==> src/design/vcp_pkg.sv <==
package vcp_pkg;

   typedef enum logic [1:0] {
      OP_READ  = 2'd0,
      OP_WRITE = 2'd1,
      OP_RAISE = 2'd2,
      OP_NOP   = 2'd3
   } op_type;

   typedef enum logic {
      ST_IDLE = 1'b0,
      ST_EXEC = 1'b1
   } state_type;

   localparam logic [3:0] PORT_VRAM   = 4'd0;
   localparam logic [3:0] PORT_PAL    = 4'd1;
   localparam logic [3:0] PORT_CMD    = 4'd2;
   localparam logic [3:0] PORT_REGDAT = 4'd3;
   localparam logic [3:0] PORT_REGSEL = 4'd4;
   localparam logic [3:0] PORT_STATUS = 4'd5;
   localparam logic [3:0] PORT_IRQ    = 4'd6;
   localparam logic [3:0] PORT_SYSCTL = 4'd7;

   localparam logic [1:0] VACC_NONE  = 2'd0;
   localparam logic [1:0] VACC_READ  = 2'd1;
   localparam logic [1:0] VACC_WRITE = 2'd2;

   localparam logic [2:0] CACC_NONE  = 3'd0;
   localparam logic [2:0] CACC_PARAM = 3'd1;
   localparam logic [2:0] CACC_WDATA = 3'd2;
   localparam logic [2:0] CACC_RDATA = 3'd3;
   localparam logic [2:0] CACC_CLEAR = 3'd4;

   localparam int unsigned R_VWRITE  = 0;
   localparam int unsigned R_VREAD   = 3;
   localparam int unsigned R_IMASK   = 9;
   localparam int unsigned R_PALCTL  = 13;
   localparam int unsigned R_PALPTR  = 14;
   localparam logic [5:0] R_BORDER_LO = 6'd53;
   localparam logic [5:0] R_BORDER_HI = 6'd54;

   localparam int unsigned NUM_REGS = 32;
   localparam int unsigned PAL_DEPTH = 256;

   localparam logic [1:0] ACC_TAB [64] = '{
      2'd2, 2'd2, 2'd2, 2'd2, 2'd2, 2'd2, 2'd3, 2'd3,
      2'd3, 2'd3, 2'd3, 2'd3, 2'd3, 2'd2, 2'd2, 2'd3,
      2'd3, 2'd3, 2'd3, 2'd3, 2'd3, 2'd3, 2'd3, 2'd3,
      2'd3, 2'd3, 2'd3, 2'd3, 2'd2, 2'd0, 2'd0, 2'd0,
      2'd2, 2'd2, 2'd2, 2'd2, 2'd2, 2'd2, 2'd2, 2'd2,
      2'd2, 2'd2, 2'd2, 2'd2, 2'd2, 2'd2, 2'd2, 2'd2,
      2'd2, 2'd2, 2'd2, 2'd2, 2'd2, 2'd1, 2'd1, 2'd0,
      2'd0, 2'd0, 2'd0, 2'd0, 2'd0, 2'd0, 2'd0, 2'd0
   };

   localparam logic [7:0] WMASK_TAB [32] = '{
      8'hFF, 8'hFF, 8'hFF, 8'hFF, 8'hFF, 8'hFF, 8'hFF, 8'hFF,
      8'hFF, 8'h87, 8'hFF, 8'h83, 8'h0F, 8'hFF, 8'hFF, 8'hFF,
      8'hFF, 8'hFF, 8'hDF, 8'h07, 8'hFF, 8'hFF, 8'hC1, 8'h07,
      8'h3F, 8'hCF, 8'hFF, 8'hFF, 8'hFF, 8'hFF, 8'hFF, 8'hFF
   };

   localparam logic [7:0] COMP_MASK [4] = '{8'h9F, 8'h1F, 8'h1F, 8'h00};

   typedef struct packed {
      logic       en;
      logic [7:0] addr;
      logic [7:0] data;
   } pal_wr_type;

endpackage

==> src/design/vcp_palette_ram.sv <==
module vcp_palette_ram (
   input  logic              clock,
   input  logic              reset,
   input  logic [7:0]        rd_addr,
   output logic [7:0]        rd_data,
   input  vcp_pkg::pal_wr_type wr
);
   import vcp_pkg::*;

   logic [7:0] mem [PAL_DEPTH];
   logic [PAL_DEPTH-1:0] valid_ff;
   logic [7:0] data_ff;
   logic       hit_ff;
   logic [1:0] comp_ff;

   always_ff @(posedge clock) begin
      if (wr.en) begin
         mem[wr.addr] <= wr.data;
      end
      data_ff <= mem[rd_addr];
      hit_ff  <= valid_ff[rd_addr];
      comp_ff <= rd_addr[1:0];
   end

   always_ff @(posedge clock) begin
      if (reset) begin
         valid_ff <= '0;
      end else if (wr.en) begin
         valid_ff[wr.addr] <= 1'b1;
      end
   end

   // unwritten entries read as their reset value
   assign rd_data = hit_ff ? data_ff : COMP_MASK[comp_ff];

endmodule

==> src/design/video_chip_port_register_file_core.sv <==
// Request path: a request is accepted only while the block is idle; the palette
// memory is read at the accepting edge, then the execute state registers the response
// once the output is free. A new request is not accepted until the previous one commits.
// Reset: synchronous, active high; control registers, flags and select are
// set to their reset values at once, palette entries read as defaults.
module video_chip_port_register_file_core (
   input  logic        clock,
   input  logic        reset,
   input  logic        req_valid,
   output logic        req_ready,
   input  logic [1:0]  req_opcode,
   input  logic [3:0]  req_port,
   input  logic [7:0]  req_wdata,
   input  logic [7:0]  req_vram_rdata,
   input  logic [7:0]  req_cmd_rdata,
   input  logic [7:0]  req_cmd_status,
   input  logic        req_in_hborder,
   input  logic        req_in_vborder,
   input  logic [15:0] req_border_x,
   output logic        rsp_valid,
   input  logic        rsp_ready,
   output logic [7:0]  rsp_rdata,
   output logic [18:0] rsp_vram_addr,
   output logic [1:0]  rsp_vram_access,
   output logic [2:0]  rsp_cmd_access,
   output logic [5:0]  rsp_cmd_reg,
   output logic [7:0]  rsp_out_data,
   output logic        rsp_irq_line
);
   import vcp_pkg::*;

   state_type state_ff, state_in;

   logic [1:0]  op_ff;
   logic [3:0]  port_ff;
   logic [7:0]  wd_ff, vrd_ff, crd_ff, cst_ff;
   logic        hb_ff, vb_ff;
   logic [15:0] bx_ff;

   logic [7:0] regs_ff [NUM_REGS];
   logic [7:0] regs_in [NUM_REGS];
   logic [7:0] sel_ff, sel_in;
   logic [7:0] pend_ff, pend_in;
   logic       eo_ov_ff, eo_ov_in;
   logic       srm_ff, srm_in;

   logic        rsp_valid_ff, rsp_valid_in;
   logic [7:0]  rdata_ff, rdata_in;
   logic [18:0] vaddr_ff, vaddr_in;
   logic [1:0]  vacc_ff, vacc_in;
   logic [2:0]  cacc_ff, cacc_in;
   logic [5:0]  creg_ff, creg_in;
   logic [7:0]  odata_ff, odata_in;
   logic        irq_ff, irq_in;

   logic [7:0] pal_rdata;
   pal_wr_type pal_wr;

   logic accept, commit;
   logic [18:0] vnext;
   logic [5:0]  ridx;
   logic [7:0]  wval;
   logic [7:0]  pptr;

   vcp_palette_ram u_pal (
      .clock   (clock),
      .reset   (reset),
      .rd_addr (regs_ff[R_PALPTR]),
      .rd_data (pal_rdata),
      .wr      (pal_wr)
   );

   assign req_ready = (state_ff == ST_IDLE);
   assign accept    = req_valid && req_ready;
   assign commit    = (state_ff == ST_EXEC) && (!rsp_valid_ff || rsp_ready);

   always_comb begin
      state_in     = state_ff;
      regs_in      = regs_ff;
      sel_in       = sel_ff;
      pend_in      = pend_ff;
      eo_ov_in     = eo_ov_ff;
      srm_in       = srm_ff;
      rsp_valid_in = rsp_valid_ff && !rsp_ready;
      rdata_in     = rdata_ff;
      vaddr_in     = vaddr_ff;
      vacc_in      = vacc_ff;
      cacc_in      = cacc_ff;
      creg_in      = creg_ff;
      odata_in     = odata_ff;
      irq_in       = irq_ff;
      pal_wr       = '0;
      vnext        = '0;
      ridx         = sel_ff[5:0];
      wval         = srm_ff ? 8'h00 : wd_ff;
      pptr         = regs_ff[R_PALPTR];
      case (state_ff)
         ST_IDLE: begin
            if (accept) begin
               state_in = ST_EXEC;
            end
         end
         ST_EXEC: begin
            if (commit) begin
               state_in     = ST_IDLE;
               rsp_valid_in = 1'b1;
               rdata_in     = 8'h00;
               vaddr_in     = '0;
               vacc_in      = VACC_NONE;
               cacc_in      = CACC_NONE;
               creg_in      = '0;
               odata_in     = 8'h00;
               case (pptr[1:0])
                  2'd0, 2'd1: pptr = pptr + 8'd1;
                  2'd2:       pptr = pptr + 8'd2;
                  default:    pptr = pptr - 8'd3;
               endcase
               case (op_type'(op_ff))
                  OP_READ: begin
                     rdata_in = 8'hFF;
                     case (port_ff)
                        PORT_VRAM: begin
                           vaddr_in = {regs_ff[R_VREAD+2][2:0], regs_ff[R_VREAD+1],
                                       regs_ff[R_VREAD]};
                           vacc_in  = VACC_READ;
                           rdata_in = vrd_ff;
                           if (!srm_ff && !regs_ff[R_VREAD+2][7]) begin
                              vnext = vaddr_in + 19'd1;
                              regs_in[R_VREAD]   = vnext[7:0];
                              regs_in[R_VREAD+1] = vnext[15:8];
                              regs_in[R_VREAD+2] = {regs_ff[R_VREAD+2][7], 4'b0,
                                                    vnext[18:16]};
                           end
                        end
                        PORT_PAL: begin
                           rdata_in = pal_rdata;
                           if (!srm_ff && !regs_ff[R_PALCTL][4]) begin
                              regs_in[R_PALPTR] = pptr;
                           end
                        end
                        PORT_CMD: begin
                           rdata_in = crd_ff;
                           cacc_in  = CACC_RDATA;
                        end
                        PORT_REGDAT: begin
                           if (srm_ff || !ACC_TAB[ridx][0]) begin
                              rdata_in = 8'hFF;
                           end else if (ridx == R_BORDER_LO) begin
                              rdata_in = bx_ff[7:0];
                           end else if (ridx == R_BORDER_HI) begin
                              rdata_in = bx_ff[15:8];
                           end else begin
                              rdata_in = regs_ff[ridx[4:0]];
                           end
                           if (!srm_ff && !sel_ff[6]) begin
                              sel_in = (sel_ff + 8'd1) & 8'hBF;
                           end
                        end
                        PORT_STATUS: begin
                           rdata_in = cst_ff | {1'b0, vb_ff, hb_ff, 2'b0, eo_ov_ff, 2'b0};
                        end
                        PORT_IRQ: begin
                           rdata_in = pend_ff;
                        end
                        default: begin
                           rdata_in = 8'hFF;
                        end
                     endcase
                  end
                  OP_WRITE: begin
                     case (port_ff)
                        PORT_VRAM: begin
                           if (!srm_ff) begin
                              vaddr_in = {regs_ff[R_VWRITE+2][2:0], regs_ff[R_VWRITE+1],
                                          regs_ff[R_VWRITE]};
                              vacc_in  = VACC_WRITE;
                              odata_in = wd_ff;
                              if (!regs_ff[R_VWRITE+2][7]) begin
                                 vnext = vaddr_in + 19'd1;
                                 regs_in[R_VWRITE]   = vnext[7:0];
                                 regs_in[R_VWRITE+1] = vnext[15:8];
                                 regs_in[R_VWRITE+2] = {regs_ff[R_VWRITE+2][7], 4'b0,
                                                        vnext[18:16]};
                              end
                           end
                        end
                        PORT_PAL: begin
                           pal_wr.en   = 1'b1;
                           pal_wr.addr = srm_ff ? 8'h00 : regs_ff[R_PALPTR];
                           pal_wr.data = wval & COMP_MASK[pal_wr.addr[1:0]];
                           if (!srm_ff) begin
                              regs_in[R_PALPTR] = pptr;
                           end
                        end
                        PORT_CMD: begin
                           cacc_in  = CACC_WDATA;
                           odata_in = wd_ff;
                        end
                        PORT_REGDAT: begin
                           if (ACC_TAB[ridx][1]) begin
                              if (ridx[5]) begin
                                 cacc_in  = CACC_PARAM;
                                 creg_in  = ridx;
                                 odata_in = wval;
                              end else begin
                                 regs_in[ridx[4:0]] = wval & WMASK_TAB[ridx[4:0]];
                              end
                           end
                           if (!sel_ff[7]) begin
                              sel_in = {sel_ff[7:6], sel_ff[5:0] + 6'd1};
                           end
                        end
                        PORT_REGSEL: begin
                           sel_in = wval;
                        end
                        PORT_IRQ: begin
                           pend_in = pend_ff & ~wd_ff;
                        end
                        PORT_SYSCTL: begin
                           eo_ov_in = wd_ff[0];
                           if (wd_ff[1] != srm_ff) begin
                              srm_in = wd_ff[1];
                              if (wd_ff[1]) begin
                                 for (int i = 0; i < NUM_REGS; i++) begin
                                    if (ACC_TAB[i][1]) begin
                                       regs_in[i] = 8'h00;
                                    end
                                 end
                                 cacc_in = CACC_CLEAR;
                                 pend_in = 8'h00;
                              end
                           end
                        end
                        default: begin
                        end
                     endcase
                  end
                  OP_RAISE: begin
                     pend_in = pend_ff | wd_ff;
                  end
                  default: begin
                  end
               endcase
               irq_in = |(pend_in & regs_in[R_IMASK]);
            end
         end
         default: begin
            state_in = ST_IDLE;
         end
      endcase
   end

   always_ff @(posedge clock) begin
      if (reset) begin
         state_ff     <= ST_IDLE;
         sel_ff       <= 8'hFF;
         pend_ff      <= 8'h00;
         eo_ov_ff     <= 1'b0;
         srm_ff       <= 1'b0;
         rsp_valid_ff <= 1'b0;
         for (int i = 0; i < NUM_REGS; i++) begin
            regs_ff[i] <= 8'h00;
         end
      end else begin
         state_ff     <= state_in;
         sel_ff       <= sel_in;
         pend_ff      <= pend_in;
         eo_ov_ff     <= eo_ov_in;
         srm_ff       <= srm_in;
         rsp_valid_ff <= rsp_valid_in;
         regs_ff      <= regs_in;
      end
   end

   always_ff @(posedge clock) begin
      if (accept) begin
         op_ff   <= req_opcode;
         port_ff <= req_port;
         wd_ff   <= req_wdata;
         vrd_ff  <= req_vram_rdata;
         crd_ff  <= req_cmd_rdata;
         cst_ff  <= req_cmd_status;
         hb_ff   <= req_in_hborder;
         vb_ff   <= req_in_vborder;
         bx_ff   <= req_border_x;
      end
      rdata_ff <= rdata_in;
      vaddr_ff <= vaddr_in;
      vacc_ff  <= vacc_in;
      cacc_ff  <= cacc_in;
      creg_ff  <= creg_in;
      odata_ff <= odata_in;
      irq_ff   <= irq_in;
   end

   assign rsp_valid       = rsp_valid_ff;
   assign rsp_rdata       = rdata_ff;
   assign rsp_vram_addr   = vaddr_ff;
   assign rsp_vram_access = vacc_ff;
   assign rsp_cmd_access  = cacc_ff;
   assign rsp_cmd_reg     = creg_ff;
   assign rsp_out_data    = odata_ff;
   assign rsp_irq_line    = irq_ff;

`ifndef SYNTHESIS
   a_rsp_from_exec: assert property (@(posedge clock) disable iff (reset)
      $rose(rsp_valid_ff) |-> $past(state_ff) == ST_EXEC)
      else $error("response without execute cycle");
   a_no_vaddr_idle: assert property (@(posedge clock) disable iff (reset)
      rsp_valid_ff && vacc_ff == VACC_NONE |-> vaddr_ff == '0)
      else $error("address without VRAM access");
   a_srm_no_vwrite: assert property (@(posedge clock) disable iff (reset)
      srm_ff && rsp_valid_ff |-> vacc_ff != VACC_WRITE)
      else $error("VRAM write in system reset");
   a_creg_param: assert property (@(posedge clock) disable iff (reset)
      rsp_valid_ff && cacc_ff != CACC_PARAM |-> creg_ff == '0)
      else $error("register index without parameter write");
`endif

endmodule

==> config.mk <==
export PLATFORM = sky130hd
export DESIGN_NAME = video_chip_port_register_file_core
export DESIGN_NICKNAME = d
export VERILOG_FILES = /design/src/design/vcp_pkg.sv /design/src/design/vcp_palette_ram.sv /design/src/design/video_chip_port_register_file_core.sv
export SDC_FILE = /design/constraint.sdc
export NUM_CORES = 2
export LEC_CHECK = 0
export BUFFER_PORTS_ARGS = -buffer_cell sky130_fd_sc_hd__buf_2
export CAP_MARGIN = 25
export CORE_MARGIN = 2
export CORE_UTILIZATION = 58
export DETAILED_ROUTE_END_ITERATION = 8
export MAX_ROUTING_LAYER = met4
export PLACE_DENSITY = 0.85
export SLEW_MARGIN = 0
export SYNTH_ARGS = -nofsm -noshare
export SYNTH_HDL_FRONTEND = slang
export SYNTH_HIERARCHICAL = 1
export SYNTH_SLANG_ARGS = --single-unit
==> constraint.sdc <==
create_clock -name clock -period 22.2 [get_ports clock]
set_input_delay 4.44 -clock clock [delete_from_list [all_inputs] [get_ports clock]]
set_output_delay 4.44 -clock clock [all_outputs]
set_load 0.01 [all_outputs]
### Word level (Yosys, flattened, before mapping)

Memory sizes are Yosys's and may differ from the RTL's. A register that Yosys moved wholly into a read port is not among the register bits.
Index checks and enable logic that the tools add are counted.

* flip-flop bits (word level): 638
* bits in writable memories: 2048
* ROM bits: 384
* bits of input ports: 60
* output and inout port bits: 49
* word-level logic and storage cells: 268
* memories: 3

Memory list
* u_pal.mem: depth 256, bits a word 8, rd ports 1, clocked after Yosys merged registers in 1, write ports 1, RTL line vcp_palette_ram.sv:10 `logic [7:0] mem [PAL_DEPTH];`
* (no name shown): depth 32, bits a word 8, rd ports 1, clocked after Yosys merged registers in 0, write ports 0, RTL line video_chip_port_register_file_core.sv:206 `regs_in[ridx[4:0]] = wval & WMASK_TAB[ridx[4:0]];`
* (no name shown): depth 64, bits a word 2, rd ports 1, clocked after Yosys merged registers in 0, write ports 0, RTL line video_chip_port_register_file_core.sv:200 `if (ACC_TAB[ridx][1]) begin`

* add/subtract/negate cells: 7
* order comparisons: 8
* equality and inequality tests: 43
* muxes and demuxes: 89
* bitwise gates (word level): 15
* reduce and logical (&&, ||, !) cells: 41

Operator list (count)
* 256-bit 2-to-1 mux: 2
* 232-bit 2-to-1 mux: 2
* 256-bit bitwise mux: 1
* 256-bit bitwise OR: 1
* 112-bit case mux with 2 select lines: 1
* 8-bit 2-to-1 mux: 27
* 64-bit 2-to-1 mux: 3
* 88-bit case mux with 2 select lines: 1
* 24-bit 2-to-1 mux: 4
* 8-bit case mux with 2 select lines: 6
* 24-bit case mux with 3 select lines: 1
* 17-bit 2-to-1 mux: 4
* 19-bit 2-to-1 mux: 3
* 24-bit case mux with 2 select lines: 1
* 8-bit case mux with 3 select lines: 2
* 8-bit case mux with 6 select lines: 1
* 8-bit binary-select mux with 5-bit select: 1
* 8-bit demux with 5-bit select: 1
* 19-bit by 1-bit adder with 19-bit output, second input constant: 2
* 19-bit case mux with 2 select lines: 1
* 8-bit AND: 4
* 8-bit binary-select mux with 2-bit select: 2
* 2-bit inequality test, second input constant: 13
* 10-bit AND reduction: 2
* other kinds (59): 117

### Logic depth before layout (Yosys ltp)

* depth after elaboration: 15
* mapped depth: 17
* gate-level depth less buffers: 11

### Cells and area by module

Netlist, hierarchy kept.

By module, submodules not included
* vcp_palette_ram: times used 1, cells each 4776, area each 89284.4 um2, seq. area each 66844.1 um2
* video_chip_port_register_file_core: times used 1, cells each 2053, area each 19607.6 um2, seq. area each 8618.3 um2

### Least setup slack after synthesis

No wires, ideal clock.

* kind: input -> register
* start: input port rsp_ready
* end: memory u_pal.mem[0][7] (data pin)
* arrival time: 18.647 ns
* required time: 19.390 ns
* slack: 0.743 ns
* cell stages on the path: 5
* path buffers: 1
* cells stage by stage: nand2b_1 -> nand2_1 -> or3_1 -> clkbuf_1 -> nor4_1

RTL lines
* start: declaration: RTL line video_chip_port_register_file_core.sv:21 `input logic rsp_ready,`
* end: declaration: RTL line vcp_palette_ram.sv:10

==> summary.txt <==
Global routing
  – Initial antenna violation count: 6
  – Tot GR Track Use: 33.4%
  – Grt total ovfl: 0
  – Number of global-route vias before repair: 68300
  – First-pass GRT wire length: 457000 um
  – Largest net degree at the start of global routing: 193

Placement
  – Port bufs: 108
  – GP Congestion: 0.988
  – Pre-CTS WS: 12370 ps
  – DP HPWL: 182000 um

Timing
  – RSZ-0062 raised after global routing: no
  – Worst slew margin: 16.3%
  – Final setup margin: 12940 ps
  – Hold Violations, Final: 0
  – # setup viols final: 0
  – Fmax: 0.108 GHz
  – Worst hold slack: 464 ps
  – Fin Setup TNS: 0 ps
  – Final period utilization: 41.7%
  – Final min period: 9260 ps
  – Clock Skew: 61.7 ps
  – Max Slew Vio Count: 0
  – Slew at the pin with the worst max-slew slack: 1250 ps

Drt
  – DR WL/cell: 31.2 um
  – Drt pass-1 iters: 9
  – Vias: 69000
  – Initial drt markers: 11600
  – DRC: 8
  – Vias per cell: 6.84
  – Final ANT Viol Nets: 0
  – WL final: 315000 um

CTS
  – CTS Buf Count: 279
  – CTS H-tree lvls: 5
  – Total setup buffers inserted after CTS: 0
  – Post_cts resized: 0
  – Root Driver: clkbuf_16
  – Num Clock Sinks: 2694
  – CTS clk-pin slew, worst paths: 60 ps
  – CTS Buffer Depth: 4
  – Later-pin clock latency in the skew report: 930 ps
  – CTS tree: yes
  – Hold-fix buffers, CTS: 0

Yosys
  – Area share of the largest cell type after synthesis: 59.3%
  – Yosys top cell by area: edfxtp_1
  – Synthesized area: 0.109 mm2
  – Largest family of logic cells by synthesized area: multiplexers
  – Ys async rst share: 0%
  – Synthesized area per cell: 15.9 um2
  – Synth Area in Simple Gates: 6.69%
  – Post-synth EDFFs: 2151
  – Post-synthesis mux area share: 14.4%
  – Warnings from Yosys: 6
  – Seq/Total Area, Yosys: 69.3%
  – Top FF cell, synth: edfxtp_1
  – Synth Area in Adders: 0.218%
  – Seq cells post-synth: 2694
  – Mapped Cells: 6829
  – Xor and xnor area share after synthesis: 0.0885%
  – Synth top area cells: edfxtp_1, mux4_2, dfxtp_1
  – Post-synthesis cell type count: 104
  – Post-synthesis compound-gate area fraction: 6.72%

Worst setup path
  – Worst Path Max Fanout: 25
  – Setup CP Type: primary input to register
  – CP arrival: 9760 ps
  – Worst setup EP type: register
  – CP required: 22700 ps
  – CP Launch Type: primary input

Die
  – Die X: 437 um
  – I/O pins: 109
  – Die area: 0.191 mm2
  – Cell Rows: 159
  – Core area: 0.187 mm2
  – Die height: 437 um
  – Initial Utilization: 58.2%

Final layout
  – Biggest regs: u_pal/mem x2048, regs_ff x256, u_pal/valid_ff x256
  – Area Growth Syn to Fin: 12.2%
  – Final nets: 7454
  – Share of cells above drive strength 1: 17.3%
  – Most flop-heavy register: u_pal/mem
  – Most common cell after layout, fill and taps aside: edfxtp_1
  – Most frequent cells in the layout: edfxtp_1, nor2_1, mux4_2, dfxtp_1, conb_1
  – Largest register FFs: 2048
  – Fillers: 11500

Power and ir drop
  – P_leak: 42.5 nW
  – Combinational share of power: 1.8%
  – Pint: 8.15 mW
  – Sw Pwr: 2.09 mW
  – Worst vdd ir: 0.0994 mV
  – Register share of total power: 53.0%
  – Clock power share: 45.2%
  – Pwr Density: 83.8 mW/mm2
  – Total power: 10.2 mW
  – Sw Ratio: 20.4%

Worst hold path
  – Worst hold path class: register to register

Outcome
  – Violated checks: DRC
  – Status: finished, violations left

Job
  – Max-Cap Viols: 0
-- per-layer routing --
metal / GRT usage (%) / part of all wire, % / up-vias / wire (um)
li1: - / - / 27300 / -
met1: 40.2 / 32 / 34000 / 102000
met4: 20.2 / 7.6 / 0 / 24000
met3: 9.04 / 13 / 1466 / 42300
met5: - / 0 / - / 0
met2: 50.8 / 46 / 6234 / 146000
-- worst paths after layout --
path,start,to,slack (ps),cells past startpoint
min reg2reg,regs_ff[238],regs_ff[238],460,2
max reg2reg,op_ff[1],u_pal/mem[222][3],15550,11
max,rsp_ready,u_pal/mem[222][3],12940,11
min,regs_ff[238],regs_ff[238],460,2
-- through the flow --
step	utilization (%)	std cells	instance area [um2]
finish	65.3	10100	122000
detailed placement	60.4	9578	113000
floorplan	-	7340	111000
global placement	60.3	9573	113000
global route	65.2	10100	122000
CTS	65.1	10100	122000
-- cell type report --
class                   instances  area [um2]  area share, %
clock buffers                 379        7930           6.49
clock inverters               106         978          0.801
flip-flops and latches       2694       75500           61.8
multi-input cells            4122       32700           26.8
well taps                    2495        3120           2.56
diodes                         18        45.0         0.0369
repair buffers                236        1700           1.39
inverters                      42         159          0.130
-- worst max-delay path, cell delays in order --
cell and delay, ps:
buf_2 80, nand2b_1 170, nand2_1 70, buf_4 240, or3_1 600, inv_1 770, and3_1 480, nor2b_1 630
nand4_1 870, buf_4 580, nor2_1 780
-- power groups by stage --
stage / clock (mW) / sequential (mW) / combinational [mW]
floorplan: 0 / 5.53 / 0.111
global placement: 0 / 5.53 / 0.165
detailed placement: 0 / 5.53 / 0.169
CTS: 4.64 / 5.42 / 0.171
global route: 4.82 / 5.42 / 0.193
finish: 4.63 / 5.42 / 0.184
-- kinds of logic after synthesis --
| kind of cell | after synthesis |
|---|---|
| AOI/OAI and AO/OA | 1040 |
| xor gates and xnor gates | 11 |
| adders and majority gates | 19 |
| buffers and inverters | 524 |
| DFF | 2694 |
| muxes | 894 |
| other | 1 |
| and+or+nand+nor | 1646 |
-- synth_stat cells (18+ instances only) --
library cell / number
and3_1: 52
o21ba_2: 28
a22o_1: 46
nand2_1: 216
nand4_1: 23
o32ai_1: 18
a221oi_1: 31
nor2_1: 1019
a21oi_1: 184
a211oi_1: 34
inv_1: 41
a31oi_1: 39
ha_1: 19
nand3_1: 83
buf_4: 44
buf_2: 122
buf_6: 31
nor4_1: 24
mux2i_1: 347
nor2b_1: 33
edfxtp_1: 2151
dfxtp_1: 543
o221ai_1: 41
a22oi_1: 253
nor3_1: 50
mux4_2: 535
and2_1: 27
o22ai_1: 85
a21o_1: 22
clkbuf_1: 239
o21ai_0: 132
nand2b_1: 27
Note: power is estimated with default switching activity, not from simulation.
